[src/rtl/bpe_pkg.sv]
package bpe_pkg;

	localparam int COORD_W = 32;
	localparam int W_W     = 31;
	localparam int PAR_W   = 17;
	localparam int CFG_W   = 5;
	localparam int CNT_W   = 6;
	localparam int OFS_W   = 4;

	localparam logic [PAR_W-1:0] PAR_ONE = 17'd65536;
	localparam logic [W_W-1:0]   W_ONE   = 31'h4000_0000;

	typedef logic [1:0] cfg_idx_t;
	localparam cfg_idx_t CFG_GRID_ROWS  = 2'd0;
	localparam cfg_idx_t CFG_GRID_COLS  = 2'd1;
	localparam cfg_idx_t CFG_GROUP_ROWS = 2'd2;
	localparam cfg_idx_t CFG_GROUP_COLS = 2'd3;

	localparam logic OP_LOAD = 1'b0;
	localparam logic OP_EVAL = 1'b1;

	typedef struct packed {
		logic                      op;
		logic [7:0]                point_index;
		logic signed [COORD_W-1:0] point_x;
		logic signed [COORD_W-1:0] point_y;
		logic signed [COORD_W-1:0] point_z;
		logic [PAR_W-1:0]          param_u;
		logic [PAR_W-1:0]          param_v;
		logic [OFS_W-1:0]          row_offset;
		logic [OFS_W-1:0]          col_offset;
	} in_word_t;

	typedef struct packed {
		logic signed [COORD_W-1:0] surf_x;
		logic signed [COORD_W-1:0] surf_y;
		logic signed [COORD_W-1:0] surf_z;
	} out_word_t;

	typedef struct packed {
		logic load;
		logic start;
		logic mod_step;
		logic bern_step;
		logic acc_step;
		logic finish;
	} cmd_t;

	typedef struct packed {
		logic mod_done;
		logic bern_skip;
		logic bern_last;
		logic acc_last;
		logic pipe_busy;
		logic out_free;
	} status_t;

endpackage

[src/rtl/bpe_ctrl.sv]
module bpe_ctrl (
	input  logic             clk,
	input  logic             arst_n,
	input  logic             in_valid,
	input  logic             in_op,
	input  bpe_pkg::status_t st,
	output logic             in_ready,
	output bpe_pkg::cmd_t    cmd
);

	typedef enum logic [2:0] {
		S_IDLE,
		S_MOD,
		S_BERN,
		S_ACC,
		S_DRAIN,
		S_FIN
	} state_t;

	state_t state_q;
	logic   in_ready_q;
	logic   accept;

	assign in_ready = in_ready_q;
	assign accept   = in_valid && in_ready_q;

	always_comb begin
		cmd           = '0;
		cmd.load      = (state_q == S_IDLE) && accept && (in_op == bpe_pkg::OP_LOAD);
		cmd.start     = (state_q == S_IDLE) && accept && (in_op == bpe_pkg::OP_EVAL);
		cmd.mod_step  = (state_q == S_MOD);
		cmd.bern_step = (state_q == S_BERN);
		cmd.acc_step  = (state_q == S_ACC);
		cmd.finish    = (state_q == S_FIN) && st.out_free;
	end

	always_ff @(posedge clk or negedge arst_n) begin
		if (!arst_n) begin
			state_q    <= S_IDLE;
			in_ready_q <= 1'b0;
		end else begin
			unique case (state_q)
				S_IDLE: begin
					in_ready_q <= 1'b1;
					if (accept && in_op == bpe_pkg::OP_EVAL) begin
						state_q    <= S_MOD;
						in_ready_q <= 1'b0;
					end
				end
				S_MOD: begin
					if (st.mod_done) begin
						state_q <= st.bern_skip ? S_ACC : S_BERN;
					end
				end
				S_BERN: begin
					if (st.bern_last) begin
						state_q <= S_ACC;
					end
				end
				S_ACC: begin
					if (st.acc_last) begin
						state_q <= S_DRAIN;
					end
				end
				S_DRAIN: begin
					if (!st.pipe_busy) begin
						state_q <= S_FIN;
					end
				end
				S_FIN: begin
					if (st.out_free) begin
						state_q    <= S_IDLE;
						in_ready_q <= 1'b1;
					end
				end
				default: begin
					state_q <= S_IDLE;
				end
			endcase
		end
	end

endmodule

[config.mk]
export PLATFORM = sky130hd
export DESIGN_NAME = bpe_ctrl
export DESIGN_NICKNAME = d
export VERILOG_FILES = /design/src/rtl/bpe_pkg.sv /design/src/rtl/bpe_ctrl.sv
export SDC_FILE = /design/constraint.sdc
export NUM_CORES = 1
export LEC_CHECK = 0
export CAP_MARGIN = 20
export CORE_AREA = 2 2 39 41
export CTS_CLUSTER_DIAMETER = 150
export CTS_CLUSTER_SIZE = 20
export DETAILED_ROUTE_END_ITERATION = 10
export DIE_AREA = 0 0 41 43
export DONT_BUFFER_PORTS = 1
export PLACE_DENSITY = 0.44
export SETUP_SLACK_MARGIN = 0.05
export SLEW_MARGIN = 10
export SYNTH_ARGS = -nofsm -noshare
export SYNTH_HDL_FRONTEND = slang
export SYNTH_SLANG_ARGS = --single-unit
[constraint.sdc]
create_clock -name clk -period 2.14 [get_ports clk]
set_clock_uncertainty 0.2 [all_clocks]
set_input_delay 0.214 -clock clk [delete_from_list [all_inputs] [get_ports clk]]
set_output_delay 0.214 -clock clk [all_outputs]
set_load 0.01 [all_outputs]
==> flow_summary.yaml <==
status:
  status: "finished clean"
min_path:
  worstHoldStart: "in_valid"
  hold_end: "in_ready$_DFFE_PN0P_"
  hold_depth: 3
  hp-class: "input port to flop"
drt:
  avgRoutedWirePerCell_um: 12.64
  drtIter0Drc: 5
  viasPerCell: 4.909
  remaining_drc_errors: 0
  drtAntennaViolNets: 0
  dr.pass1.iters: 2
  dr_total_vias: 270
  routed_wl_um: 695
setup_path:
  worst_r2r_path_depth: 3
  critPathLaunchType: "flop"
  cpPeakStageDelay_ns: 0.46
  reg2reg_slack_ns: 0.69
  r2r_end: "state_q[0]$_DFFE_PN0P_"
  crit_type: "flop to output pin"
  end_kind: "output pin"
  crit_fanout: 9
  critPathArrivalTime_ns: 1.36
  crit_path_cell_trace: "nor3_1 -> nand3_1 -> nor2_1"
  cpMaxStageDelayCell: "dfrtp_1"
  crit_required_ns: 1.73
  rr_startpoint: "state_q[1]$_DFFE_PN0P_"
cts:
  cts-root-buf: "clkbuf_4"
  cts_buffers: 3
  postCtsSetupBuffers: 0
  clk_latency_ns: 0.23
  clk_path_buf_depth: 2
  clock-sinks: 4
  htreeDepth: 1
  clkTransAtPathRegs_ns: 0.04
  cts_hold_buffers: 3
  cts_tree: "yes"
  cts_resized: 0
placement:
  dp_cells: 49
  gp_congestion: 0.7147
  io_buffers: 0
synth:
  synth_cell_type_count: 22
  synth-async-reset-ratio_pct: 100.0
  ys_top_cells_by_count: "dfrtp_1 (4), nor2_1 (4), inv_1 (3), nand3_1 (3)"
  synth_area_leaders: "dfrtp_1 (32%), buf_6 (7.2%), and3b_2 (6.4%), and4bb_4 (5.2%), nand3_1 (4.8%)"
  syn_nets: 46
  synthCells: 36
  ys_seq_area_share_pct: 32.13
  synth_warnings: 0
  synth_area_um2: 311.5
  yosysTopAreaCell: "dfrtp_1"
  synth_ff_type: "dfrtp_1"
  ys_seq_elements: 4
  synth_enable_flop_cells: 0
  syn_area_per_cell_um2: 8.654
  netlist.area_leader.share_pct: 32.13
global_route:
  grt-ovfl-total: 0
  antenna_found_initial: 0
  grt_max_degree: 14
  grt_pass1_vias: 266
  grt_pass1_wl_um: 1069
  grt_util_all_layers_pct: 9.256
floorplanning:
  die_y_um: 43
  io_pins: 17
  die_w_um: 41
  num_rows: 14
  start_util_pct: 22.51
  core_area_um2: 1384
  dieArea_um2: 1763
power:
  peakVddDrop_mv: 0.4171
  powerDensity_nw_per_um2: 1432
  leakage_nw: 0.1588
timing:
  setup_violations: 0
  max_slew_margin_pct: 74.95
  tightest_slew_ns: 0.3728
  fin_tns_setup_ns: 0
  holdWs_ns: 0.01331
  min_period_ns: 1.772
  hold_viol_final: 0
  fmax_ghz: 0.5644
  period_share_pct: 82.80
  rsz0062_at_grt: "no"
  slew_violations: 0
final_layout:
  diodes: 0
  layout-drive-gt1-share_pct: 20.51
  area_growth_pct: 14.46
  final_core_util_pct: 25.77
  seqCellArea_um2: 100.1
  fin_nets: 51
  fin_cells: 55
  fillCellCount: 154
  multi_input_area_um2: 172.7
flow_run:
  cap_viol_max_count: 0
report_power, final:
group	internal (W)	switching (W)	total, W
clock	0.0000626	0.0000296	0.0000922
sequential	0.000115	0.0000869	0.000202
combinational	0.000106	0.000110	0.000217
cells in the final DEF (no fill, tap or decap), types with 2 or more instances in the layout:
cell type and count:
nand3_1 3, dlygate4sd3_1 3, clkbuf_4 3, inv_1 3, and3b_2 2, dfrtp_1 4, nand2_1 2, nor2_1 4
nor3_1 2
through the flow:
step	cell area, um^2	power (W)	worst slack [ns]
2_1_floorplan	311.5	0.0004132	0.7310
3_3_place_gp	304.0	0.0004120	0.6834
3_5_place_dp	304.0	0.0004142	0.6442
4_1_cts	356.6	0.0005161	0.3879
5_1_grt	356.6	0.0005611	0.2474
6_report	356.6	0.0005106	0.3681
worst max-delay path: cells and delay by family, from the launching register on:
kind,cells,cell delay (ns)
flip-flops,1,0.46
AND/OR/NAND/NOR,3,0.66
layout make-up:
class / count / area share, %
sequential: 4 / 28.07
timing repair buffer: 3 / 8.421
clock buffer: 3 / 6.316
inverter: 3 / 3.158
multi-input combinational: 26 / 48.42
tap: 16 / 5.614
layer usage:
layer  global-route usage (%)  wire (um)  vias to the layer above
met5                        0          0                        -
met4                    8.000          0                        0
met3                    3.665         81                        0
met2                    12.81        341                       15
met1                    10.36        272                      120
li1                         -          -                      135
flip-flops by register name, summed over array words and instances, names as in the netlist:
| name | flops |
|---|---|
| in_ready | 1 |
| state_q | 3 |
how the worst max path moves through the flow:
| stage | endpoint | slack [ns] | startpoint | cells after the start |
|---|---|---|---|---|
| after floorplan | cmd[4] | 0.73 | state_q[1]$_DFFE_PN0P_ | 4 |
| after global placement | cmd[4] | 0.68 | state_q[2]$_DFFE_PN0P_ | 3 |
| after detailed placement | cmd[5] | 0.64 | state_q[2]$_DFFE_PN0P_ | 3 |
| after CTS | cmd[5] | 0.39 | state_q[2]$_DFFE_PN0P_ | 3 |
| after global routing | cmd[4] | 0.25 | state_q[2]$_DFFE_PN0P_ | 3 |
| final | cmd[5] | 0.37 | state_q[2]$_DFFE_PN0P_ | 3 |
cells by family after synthesis:
group	Yosys count	share of synthesized area (%)
simple gates	18	35.75
compound gates	8	19.68
buf+inv	6	12.45
flops	4	32.13
No activity file was read; power rests on OpenSTA's default activity.
